`config.mk`:
```
export PLATFORM = sky130hd
export DESIGN_NAME = sorted_priority_queue_flat
export DESIGN_NICKNAME = d
export VERILOG_FILES = /design/src/spq_pkg.sv /design/src/spq_in_if.sv /design/src/spq_out_if.sv /design/src/spq_ctrl.sv /design/src/spq_dp.sv /design/src/sorted_priority_queue.sv /design/src/flat_wrapper.sv
export SDC_FILE = /design/constraint.sdc
export NUM_CORES = 2
export LEC_CHECK = 0
export BUFFER_PORTS_ARGS = -buffer_cell sky130_fd_sc_hd__buf_2
export CAP_MARGIN = 15
export CORE_UTILIZATION = 45
export CTS_BUF_LIST = sky130_fd_sc_hd__clkbuf_4 sky130_fd_sc_hd__clkbuf_8 sky130_fd_sc_hd__clkbuf_16
export DETAILED_ROUTE_END_ITERATION = 7
export MAX_ROUTING_LAYER = met4
export PLACE_DENSITY_LB_ADDON = 0.25
export RECOVER_POWER = 100
export SYNTH_ARGS = -nofsm -noshare
export SYNTH_HDL_FRONTEND = slang
export SYNTH_SLANG_ARGS = --single-unit
```
`constraint.sdc`:
```
create_clock -name clk_i -period 9.3 [get_ports clk_i]
set_input_delay 0.93 -clock clk_i [delete_from_list [all_inputs] [get_ports clk_i]]
set_output_delay 0.93 -clock clk_i [all_outputs]
set_load 0.01 [all_outputs]
```
`src/spq_pkg.sv`:
```
// spq_pkg: shared constants, codes and control structs of the sorted priority queue.
// Used by the interfaces, controller, datapath and top level; depends on nothing.
`default_nettype none
package spq_pkg;

  localparam int unsigned DepthDefault = 16;

  localparam int unsigned ValueWidth  = 32;
  localparam int unsigned CountWidth  = 5;
  localparam int unsigned StatusWidth = 2;

  localparam logic CMD_INSERT = 1'b0;
  localparam logic CMD_REMOVE = 1'b1;

  localparam logic [StatusWidth-1:0] STATUS_DONE  = 2'd0;
  localparam logic [StatusWidth-1:0] STATUS_FULL  = 2'd1;
  localparam logic [StatusWidth-1:0] STATUS_EMPTY = 2'd2;

  typedef struct packed {
    logic                   load;
    logic                   do_insert;
    logic                   do_remove;
    logic [StatusWidth-1:0] status;
  } spq_ctrl_t;

  typedef struct packed {
    logic full;
    logic empty;
  } spq_stat_t;

endpackage
`default_nettype wire

```
`src/spq_in_if.sv`:
```
// spq_in_if: request channel of the sorted priority queue (valid, ready, cmd, value).
// Depends on spq_pkg for field widths.
`default_nettype none
interface spq_in_if;
  logic                                   valid;
  logic                                   ready;
  logic                                   cmd;
  logic signed [spq_pkg::ValueWidth-1:0]  value;

  modport source (output valid, output cmd, output value, input ready);
  modport sink   (input valid, input cmd, input value, output ready);
endinterface
`default_nettype wire

```
`src/spq_out_if.sv`:
```
// spq_out_if: result channel of the sorted priority queue (valid, ready, result fields).
// Depends on spq_pkg for field widths.
`default_nettype none
interface spq_out_if;
  logic                                   valid;
  logic                                   ready;
  logic signed [spq_pkg::ValueWidth-1:0]  removed_value;
  logic                                   removed_valid;
  logic signed [spq_pkg::ValueWidth-1:0]  head_value;
  logic        [spq_pkg::CountWidth-1:0]  entry_count;
  logic        [spq_pkg::StatusWidth-1:0] status;

  modport source (output valid, output removed_value, output removed_valid,
                  output head_value, output entry_count, output status, input ready);
  modport sink   (input valid, input removed_value, input removed_valid,
                  input head_value, input entry_count, input status, output ready);
endinterface
`default_nettype wire

```
`src/spq_ctrl.sv`:
```
// spq_ctrl: handshake controller; decides each request's operation and status code.
// Depends on spq_pkg; drives spq_dp through spq_ctrl_t and reads spq_stat_t.
`default_nettype none
module spq_ctrl (
  input  wire logic               clk_i,
  input  wire logic               rst_ni,
  input  wire logic               in_valid_i,
  input  wire logic               in_cmd_i,
  output logic                    in_ready_o,
  output logic                    out_valid_o,
  input  wire logic               out_ready_i,
  input  wire spq_pkg::spq_stat_t stat_i,
  output spq_pkg::spq_ctrl_t      ctrl_o
);
  import spq_pkg::*;

  localparam logic ST_IDLE = 1'b0;
  localparam logic ST_HOLD = 1'b1;

  logic state_q, state_d;
  logic accept;

  assign in_ready_o  = (state_q == ST_IDLE) || out_ready_i;
  assign out_valid_o = (state_q == ST_HOLD);
  assign accept      = in_valid_i && in_ready_o;

  always_comb begin
    ctrl_o.load      = accept;
    ctrl_o.do_insert = 1'b0;
    ctrl_o.do_remove = 1'b0;
    ctrl_o.status    = STATUS_DONE;
    if (in_cmd_i == CMD_INSERT) begin
      if (stat_i.full) begin
        ctrl_o.status = STATUS_FULL;
      end else begin
        ctrl_o.do_insert = accept;
      end
    end else begin
      if (stat_i.empty) begin
        ctrl_o.status = STATUS_EMPTY;
      end else begin
        ctrl_o.do_remove = accept;
      end
    end
  end

  always_comb begin
    state_d = state_q;
    unique case (state_q)
      ST_IDLE: begin
        if (accept) state_d = ST_HOLD;
      end
      ST_HOLD: begin
        if (accept) begin
          state_d = ST_HOLD;
        end else if (out_ready_i) begin
          state_d = ST_IDLE;
        end
      end
      default: state_d = ST_IDLE;
    endcase
  end

  always_ff @(posedge clk_i or negedge rst_ni) begin
    if (!rst_ni) begin
      state_q <= ST_IDLE;
    end else begin
      state_q <= state_d;
    end
  end

  a_one_op: assert property (@(posedge clk_i) disable iff (!rst_ni)
    $onehot0({ctrl_o.do_insert, ctrl_o.do_remove}))
    else $error("insert and remove issued together");

  a_load_holds: assert property (@(posedge clk_i) disable iff (!rst_ni)
    ctrl_o.load |=> out_valid_o)
    else $error("accepted request left no pending result");

  a_full_no_insert: assert property (@(posedge clk_i) disable iff (!rst_ni)
    (ctrl_o.status == STATUS_FULL) |-> (!ctrl_o.do_insert && in_cmd_i == CMD_INSERT))
    else $error("full status with insert issued");

endmodule
`default_nettype wire

```
`src/spq_dp.sv`:
```
// spq_dp: ordered entry registers with parallel compare-and-shift, count and result register.
// Depends on spq_pkg; commanded by spq_ctrl through spq_ctrl_t.
`default_nettype none
module spq_dp #(
  parameter int unsigned DEPTH = spq_pkg::DepthDefault
) (
  input  wire logic                                    clk_i,
  input  wire logic                                    rst_ni,
  input  wire spq_pkg::spq_ctrl_t                      ctrl_i,
  input  wire logic signed [spq_pkg::ValueWidth-1:0]   value_i,
  output spq_pkg::spq_stat_t                           stat_o,
  output logic signed [spq_pkg::ValueWidth-1:0]        removed_value_o,
  output logic                                         removed_valid_o,
  output logic signed [spq_pkg::ValueWidth-1:0]        head_value_o,
  output logic        [spq_pkg::CountWidth-1:0]        entry_count_o,
  output logic        [spq_pkg::StatusWidth-1:0]       status_o
);
  import spq_pkg::*;

  localparam int unsigned CW = $clog2(DEPTH + 1);

  logic signed [ValueWidth-1:0] ent_q [DEPTH];
  logic signed [ValueWidth-1:0] ent_d [DEPTH];
  logic        [DEPTH-1:0]      lt;
  logic        [CW-1:0]         cnt_q, cnt_d;
  logic        [CW+CountWidth-1:0] cnt_ext;

  assign stat_o.full  = (cnt_q == CW'(DEPTH));
  assign stat_o.empty = (cnt_q == '0);

  always_comb begin
    for (int i = 0; i < DEPTH; i++) begin
      lt[i] = (CW'(i) < cnt_q) && (ent_q[i] < value_i);
    end
  end

  always_comb begin
    for (int i = 0; i < DEPTH; i++) begin
      ent_d[i] = ent_q[i];
      if (ctrl_i.do_insert) begin
        if (lt[i]) begin
          ent_d[i] = ent_q[i];
        end else if (i == 0) begin
          ent_d[i] = value_i;
        end else if (lt[i-1]) begin
          ent_d[i] = value_i;
        end else begin
          ent_d[i] = ent_q[i-1];
        end
      end else if (ctrl_i.do_remove && (i < DEPTH - 1)) begin
        ent_d[i] = ent_q[i+1];
      end
    end
  end

  always_comb begin
    cnt_d = cnt_q;
    if (ctrl_i.do_insert) begin
      cnt_d = cnt_q + CW'(1);
    end else if (ctrl_i.do_remove) begin
      cnt_d = cnt_q - CW'(1);
    end
  end

  assign cnt_ext = {{CountWidth{1'b0}}, cnt_d};

  always_ff @(posedge clk_i or negedge rst_ni) begin
    if (!rst_ni) begin
      cnt_q <= '0;
    end else begin
      cnt_q <= cnt_d;
    end
  end

  always_ff @(posedge clk_i) begin
    for (int i = 0; i < DEPTH; i++) begin
      ent_q[i] <= ent_d[i];
    end
    if (ctrl_i.load) begin
      removed_value_o <= ctrl_i.do_remove ? ent_q[0] : '0;
      removed_valid_o <= ctrl_i.do_remove;
      head_value_o    <= (cnt_d != '0) ? ent_d[0] : '0;
      entry_count_o   <= cnt_ext[CountWidth-1:0];
      status_o        <= ctrl_i.status;
    end
  end

  a_cnt_bound: assert property (@(posedge clk_i) disable iff (!rst_ni)
    cnt_q <= CW'(DEPTH))
    else $error("entry count above depth");

  a_insert_grows: assert property (@(posedge clk_i) disable iff (!rst_ni)
    ctrl_i.do_insert |=> cnt_q == $past(cnt_q) + CW'(1))
    else $error("insert did not grow the count");

  a_remove_head: assert property (@(posedge clk_i) disable iff (!rst_ni)
    ctrl_i.do_remove |=> (removed_valid_o && removed_value_o == $past(ent_q[0])))
    else $error("remove did not report the old head");

endmodule
`default_nettype wire

```
`src/sorted_priority_queue.sv`:
```
// sorted_priority_queue: top level; joins the request/result channels to spq_ctrl and spq_dp.
// Depends on spq_pkg, spq_in_if, spq_out_if, spq_ctrl and spq_dp.
//
// Usage:
//   req_i carries one request: cmd (insert or remove head) and a signed 32-bit value.
//   res_o returns exactly one result per request: removed value and flag, the head
//   after the step, the entry count and a status code (done, full, empty).
//   Entries sit ascending in DEPTH position registers; an insert compares the value
//   against every stored entry in parallel and shifts the tail up by one in the same
//   cycle, a remove shifts all entries down by one.
//   Latency: the result is valid the cycle after the request is accepted.
//   Throughput: one request per cycle while results are taken, set by the combinational
//   compare-and-shift over the position registers; the result register lets a new request
//   enter in the cycle its predecessor's result is taken.
//   Reset: the queue is empty and no result is pending; entry registers need no clearing.
//   Stall: while res_o is held and not taken, req_i.ready drops and the result holds.
`default_nettype none
module sorted_priority_queue #(
  parameter int unsigned DEPTH = spq_pkg::DepthDefault
) (
  input  wire logic  clk_i,
  input  wire logic  rst_ni,
  spq_in_if.sink     req_i,
  spq_out_if.source  res_o
);
  import spq_pkg::*;

  spq_ctrl_t ctrl;
  spq_stat_t stat;

  spq_ctrl u_ctrl (
    .clk_i       (clk_i),
    .rst_ni      (rst_ni),
    .in_valid_i  (req_i.valid),
    .in_cmd_i    (req_i.cmd),
    .in_ready_o  (req_i.ready),
    .out_valid_o (res_o.valid),
    .out_ready_i (res_o.ready),
    .stat_i      (stat),
    .ctrl_o      (ctrl)
  );

  spq_dp #(
    .DEPTH (DEPTH)
  ) u_dp (
    .clk_i           (clk_i),
    .rst_ni          (rst_ni),
    .ctrl_i          (ctrl),
    .value_i         (req_i.value),
    .stat_o          (stat),
    .removed_value_o (res_o.removed_value),
    .removed_valid_o (res_o.removed_valid),
    .head_value_o    (res_o.head_value),
    .entry_count_o   (res_o.entry_count),
    .status_o        (res_o.status)
  );

endmodule
`default_nettype wire

```
`src/flat_wrapper.sv`:
```
// flat-port wrapper written by rule: the top's interface ports become plain ports
module sorted_priority_queue_flat import spq_pkg::*;
#(
  parameter int unsigned DEPTH = spq_pkg::DepthDefault
)
  (clk_i, rst_ni, req_i_valid, req_i_cmd, req_i_value, req_i_ready, res_o_valid, res_o_removed_value, res_o_removed_valid, res_o_head_value, res_o_entry_count, res_o_status, res_o_ready);
  spq_in_if req_i_i ();
  spq_out_if res_o_i ();
  input  wire logic clk_i;
  input  wire logic rst_ni;
  input wire logic [$bits(req_i_i.valid)-1:0] req_i_valid;
  input wire logic [$bits(req_i_i.cmd)-1:0] req_i_cmd;
  input wire logic [$bits(req_i_i.value)-1:0] req_i_value;
  output wire logic [$bits(req_i_i.ready)-1:0] req_i_ready;
  output wire logic [$bits(res_o_i.valid)-1:0] res_o_valid;
  output wire logic [$bits(res_o_i.removed_value)-1:0] res_o_removed_value;
  output wire logic [$bits(res_o_i.removed_valid)-1:0] res_o_removed_valid;
  output wire logic [$bits(res_o_i.head_value)-1:0] res_o_head_value;
  output wire logic [$bits(res_o_i.entry_count)-1:0] res_o_entry_count;
  output wire logic [$bits(res_o_i.status)-1:0] res_o_status;
  input wire logic [$bits(res_o_i.ready)-1:0] res_o_ready;
  assign req_i_i.valid = req_i_valid;
  assign req_i_i.cmd = req_i_cmd;
  assign req_i_i.value = req_i_value;
  assign req_i_ready = req_i_i.ready;
  assign res_o_valid = res_o_i.valid;
  assign res_o_removed_value = res_o_i.removed_value;
  assign res_o_removed_valid = res_o_i.removed_valid;
  assign res_o_head_value = res_o_i.head_value;
  assign res_o_entry_count = res_o_i.entry_count;
  assign res_o_status = res_o_i.status;
  assign res_o_i.ready = res_o_ready;
  sorted_priority_queue #(.DEPTH(DEPTH)) u_core (.clk_i(clk_i), .rst_ni(rst_ni), .req_i(req_i_i), .res_o(res_o_i));
endmodule
```
# After elaboration in Yosys (flattened, before gate mapping)
# Memory sizes are Yosys's and may differ from the RTL's.
# Cells that the tools add are included.
[word_totals]
reg_bits = 78
mem_bits_rw = 512
input_bits = 37
out_inout_bits = 74
elab_cells = 139
n_memories = 1
[mem_list]
columns = ["memory", "depth", "word_bits", "read_ports", "rd_ports_with_merged_regs", "wr", "line", "rtl"]
rows = [
  ["u_core.u_dp.ent_q", 16, 32, 16, 0, 16, "spq_dp.sv:22", "logic signed [ValueWidth-1:0] ent_q [DEPTH];"],
]
[op_classes]
addsub = 2
order_cmp = 32
n_eq_ne = 1
mux = 75
bitwise = 1
reduce_logical = 20
[ops]
columns = ["cell", "count"]
rows = [
  ["two-way mux 32 bit", 62],
  ["< comparator 32 bit", 16],
  ["< comparator 4 x 5 -> 1 bit, first input constant", 8],
  ["< comparator 3 x 5 -> 1 bit, first input constant", 4],
  ["logical AND 1 bit", 17],
  ["< comparator 1 x 5 -> 1 bit, first input constant", 2],
  ["< comparator 2 x 5 -> 1 bit, first input constant", 2],
  ["two-way mux 5 bit", 2],
  ["two-way mux 1 bit", 8],
  ["adder 5 x 1 -> 5 bit, second input constant", 1],
  ["equality test 5 bit, second input constant", 1],
  ["zero test 5 bit", 1],
  ["nonzero test 5 bit", 1],
  ["subtractor 5 x 1 -> 5 bit, second input constant", 1],
  ["two-way mux 2 bit", 2],
  ["case mux 1 bit (2 select lines)", 1],
  ["logical OR 1 bit", 1],
  ["inverter 1 bit", 1],
]

# Logic depth before layout (Yosys ltp)
[logic_depth]
ltp_word = 8
depth_mapped = 13
mapped_depth_nobuf = 10

# By module
# From an unflattened synthesis, not the netlist that was laid out.
[unflattened]
hier_cells = 4049
hier_area_um2 = 40602.7
[modules_own_cells]
columns = ["module", "instances", "cells_per_inst", "area_each_um2", "seq_area_each_um2"]
rows = [
  ["spq_dp", 1, 4039, 40511.4, 17341.6],
  ["spq_ctrl", 1, 10, 91.3, 25.0],
]

# Worst setup path before layout
# No wires, ideal clock.
[synth_path]
path_kind = "in2reg"
startpoint = "input req_i_value[1]"
endpoint = "memory u_core.u_dp.ent_q[14][0], in the netlist u_core.u_dp.ent_q[1][192], enable pin"
setup_time_ns = 0.466
arrival_time_ns = 5.467
required_ns = 8.834
slack_ns = 3.368
stages = 12
path_buffers = 2
path_cell_list = "clkbuf_1 inv_1 ha_1 nand2_1 o21ai_1 a21oi_1 o21ai_1 a221oi_1 o41ai_1 mux2_2 buf_4 o21ai_0"
[synth_lines]
columns = ["item", "line", "rtl"]
rows = [
  ["start: declaration", "flat_wrapper.sv:13", "input wire logic [$bits(req_i_i.value)-1:0] req_i_value;"],
  ["end: declaration", "spq_dp.sv:22", ""],
]

==> reports/metrics.yaml <==
worstPathMaxFanout: 33
pin_count: 111
synth_area_leaders: "edfxtp_1 41%, ha_1 15%, nand2_1 4.4%"
wl_per_cell_um: 24.0
core_um2: 88600
clk_pin_slew_worst_paths_ns: 0.06
grt_pass1_wl_um: 190000
dp.cells: 4977
ys_seq_elements: 590
synth_edf_count: 552
area_growth_pct: 8.48
clkSinkCount: 590
reg2reg_depth: 12
synth_top_area_frac: 0.411
finalPower_mw: 10.2
htree_num_levels: 3
wl_um: 123000
clk_path_buf_depth: 3
die-area_um2: 90900
startpoint_type: "input port"
rows: 109
max-vdd-ir-drop_mv: 0.162
grt_max_degree: 188
port_buffers: 110
cp_slowest_cell: "clkbuf_1"
drv_cap: 30
maxSlewViolCount: 1115
timing.final.crit_period_ns: 6.88
max_freq_mhz: 145
finalNetCount: 4427
status: "finished, violations left"
syn_inst: 3895
async_reset_ff_frac: 0.0102
worst_ep_arrival_time_ns: 7.03
cts_buffers: 71
track_usage: 0.277
p_leak_nw: 17.3
postCtsSetupRepairBufs: 0
hold_viol_final: 0
root_buffer: "clkbuf_16"
crit_type: "in -> reg"
end_kind: "flop"
cts_tree: "built"
fillCellCount: 8253
place_congestion: 0.900
num_vias: 32200
cpPeakStageDelay_ns: 1.84
grt_pass1_vias: 31400
cp.buffers_inverters: 4
path_delay_family: "buffers and inverters"
cp_cell_sequence: "clkbuf_1 > inv_1 > ha_1 > a21o_1 > a211o_1 > a2111oi_0 > o21ai_0 > a31oi_1 > a31o_2 > clkbuf_1 > o21ai_4 > clkbuf_1"
power_density_nw_per_um2: 233
rsz0062_at_grt: "false"
tightest_slew_ns: 3.20
multi_input_area_um2: 21500
final_area_um2: 43800
ant_nets: 0
cpMostUsedCell: "clkbuf_1"
first_pass_iters: 8
post_cts_resized: 0
cts_hold_buf: 0
max_slew_margin: -1.13
synthFlopType: "edfxtp_1"
min_path_type: "in -> async"
grt_antenna_before_repair: 2
drive_above_1_share: 0.0661
dpl_cell_area_um2: 41800
dr.first_iter.drc_count: 2908
die_height_um: 301
clkLatencyLatePin_ns: 0.65
final-seq-area_um2: 17400
yosys.area.top_type: "edfxtp_1"
start_util: 0.455
syn_area_per_cell_um2: 10.4
yosysSeqAreaShare: 0.430
skew_ns: 0.0323
fin_cells: 5114
setup_violations: 0
violations: "DRC, capacitance limit, slew limit"
syn-cell-area_um2: 40400
synthDistinctLibCells: 78
yosysWarnings: 0
viasPerCell: 6.29
tns_ns: 0
final_common_cell: "edfxtp_1"
period_share: 0.740
grt_overflow: 0
cp_num_cells: 12
fp.dieW_um: 301
cp.required_ns: 9.45
synth.net_count: 4431
layout_common_cells: "552 x edfxtp_1, 499 x ha_1, 477 x nand2_1"
dpl.hpwl_um: 87800
drc: 10
==> sequential cells by signal, indices dropped and copies added (netlist names) <==
name / flops
u_core.u_dp.removed_value_o: 32
u_core.u_dp.head_value_o: 32
u_core.u_dp.status_o: 2
u_core.u_dp.cnt_q: 5
u_core.u_ctrl.out_valid_o: 1
u_core.u_dp.entry_count_o: 5
u_core.u_dp.removed_valid_o: 1
u_core.u_dp.ent_q: 512
==> path summary, 6_finish.rpt <==
| check | start | slack (ns) | end |
|---|---|---|---|
| min reg2reg | u_core.u_ctrl.out_valid_o | 0.56 | u_core.u_ctrl.out_valid_o |
| min | rst_ni | 0.18 | u_core.u_dp.cnt_q[3] |
| max in group asynchronous | rst_ni | 8.86 | u_core.u_dp.cnt_q[1] |
| max | req_i_value[9] | 2.42 | u_core.u_dp.ent_q[0][169] |
| max reg2reg | u_core.u_dp.cnt_q[4] | 2.64 | u_core.u_dp.head_value_o[0] |
| min in group clk_i | req_i_valid | 0.53 | u_core.u_ctrl.out_valid_o |
==> power breakdown <==
part           internal [mW]  total, mW  leakage (nW)  switching [mW]
registers               3.60       4.09          5.56           0.484
logic                   1.22       3.26          10.6            2.04
clock network           1.67       2.86          1.17            1.19
==> Yosys cell counts, types with 8 or more instances <==
library cell	number
o21ai_0	179
mux2i_1	164
dfxtp_1	32
clkbuf_1	136
o211ai_1	179
buf_4	17
mux2_4	28
buf_6	30
a22oi_1	39
a211o_1	8
o2bb2ai_1	33
nor2_1	160
a21oi_1	210
a221o_1	69
inv_1	39
and3_1	39
buf_2	42
nor3_1	82
nand4_1	56
nand3_1	276
a31oi_1	47
ha_1	499
nand2_1	478
a2111oi_0	13
o21ai_1	46
nor4_1	8
or3_1	9
a221oi_1	36
a21o_1	97
edfxtp_1	552
mux2_2	37
nor2b_1	16
and2_1	66
nand2b_1	22
buf_1	37
a211oi_1	23
nor3b_1	10
==> per-layer routing <==
| metal | part of all wire | GRT usage | vias up |
|---|---|---|---|
| li1 | - | - | 15100 |
| met1 | 0.44 | 0.369 | 15800 |
| met2 | 0.47 | 0.441 | 1101 |
| met3 | 0.055 | 0.0302 | 226 |
| met4 | 0.032 | 0.0895 | 0 |
| met5 | 0 | - | - |
==> kinds of logic after synthesis <==
logic type | after synthesis | synth area share
adder cells (fa/ha/maj) | 499 | 0.155
flip-flops | 590 | 0.430
multiplexers | 229 | 0.0614
AND/OR/NAND/NOR | 1250 | 0.145
XOR/XNOR | 4 | 0.000868
AO/OA/AOI/OAI | 1018 | 0.170
buffers and inverters | 305 | 0.0377
==> area by class of cell <==
class | count | share of cell area
repair buffers | 188 | 0.0231
clock buffers | 101 | 0.0477
inverters | 40 | 0.00346
multi-input cells | 3000 | 0.490
clock inverters | 28 | 0.00552
flip-flops and latches | 590 | 0.397
diodes | 2 | 0.000114
well taps | 1165 | 0.0333
==> worst register-to-register path, stage by stage, from the launching register on <==
cell and delay (ns):
dfrtp_1 0.63, or2_0 0.42, nor2_1 0.70, a21o_1 0.24
clkinv_1 0.06, clkbuf_1 1.10, nor2_4 0.38, clkbuf_1 1.43
xnor2_1 0.28, nor3_1 0.28, nor3b_1 0.26, buf_4 0.40
a31oi_1 0.20
==> stage by stage <==
stage | utilization | hold slack (ns) | setup slack [ns]
6_report | 0.494 | 0.179 | 2.42
5_1_grt | 0.494 | 0.181 | 2.08
4_1_cts | 0.497 | 0.0962 | 4.46
3_5_place_dp | 0.471 | 0.547 | 3.77
3_3_place_gp | 0.471 | 0.532 | 3.78
2_1_floorplan | - | 0.501 | 3.37
Power figures use the tool's default switching activity.
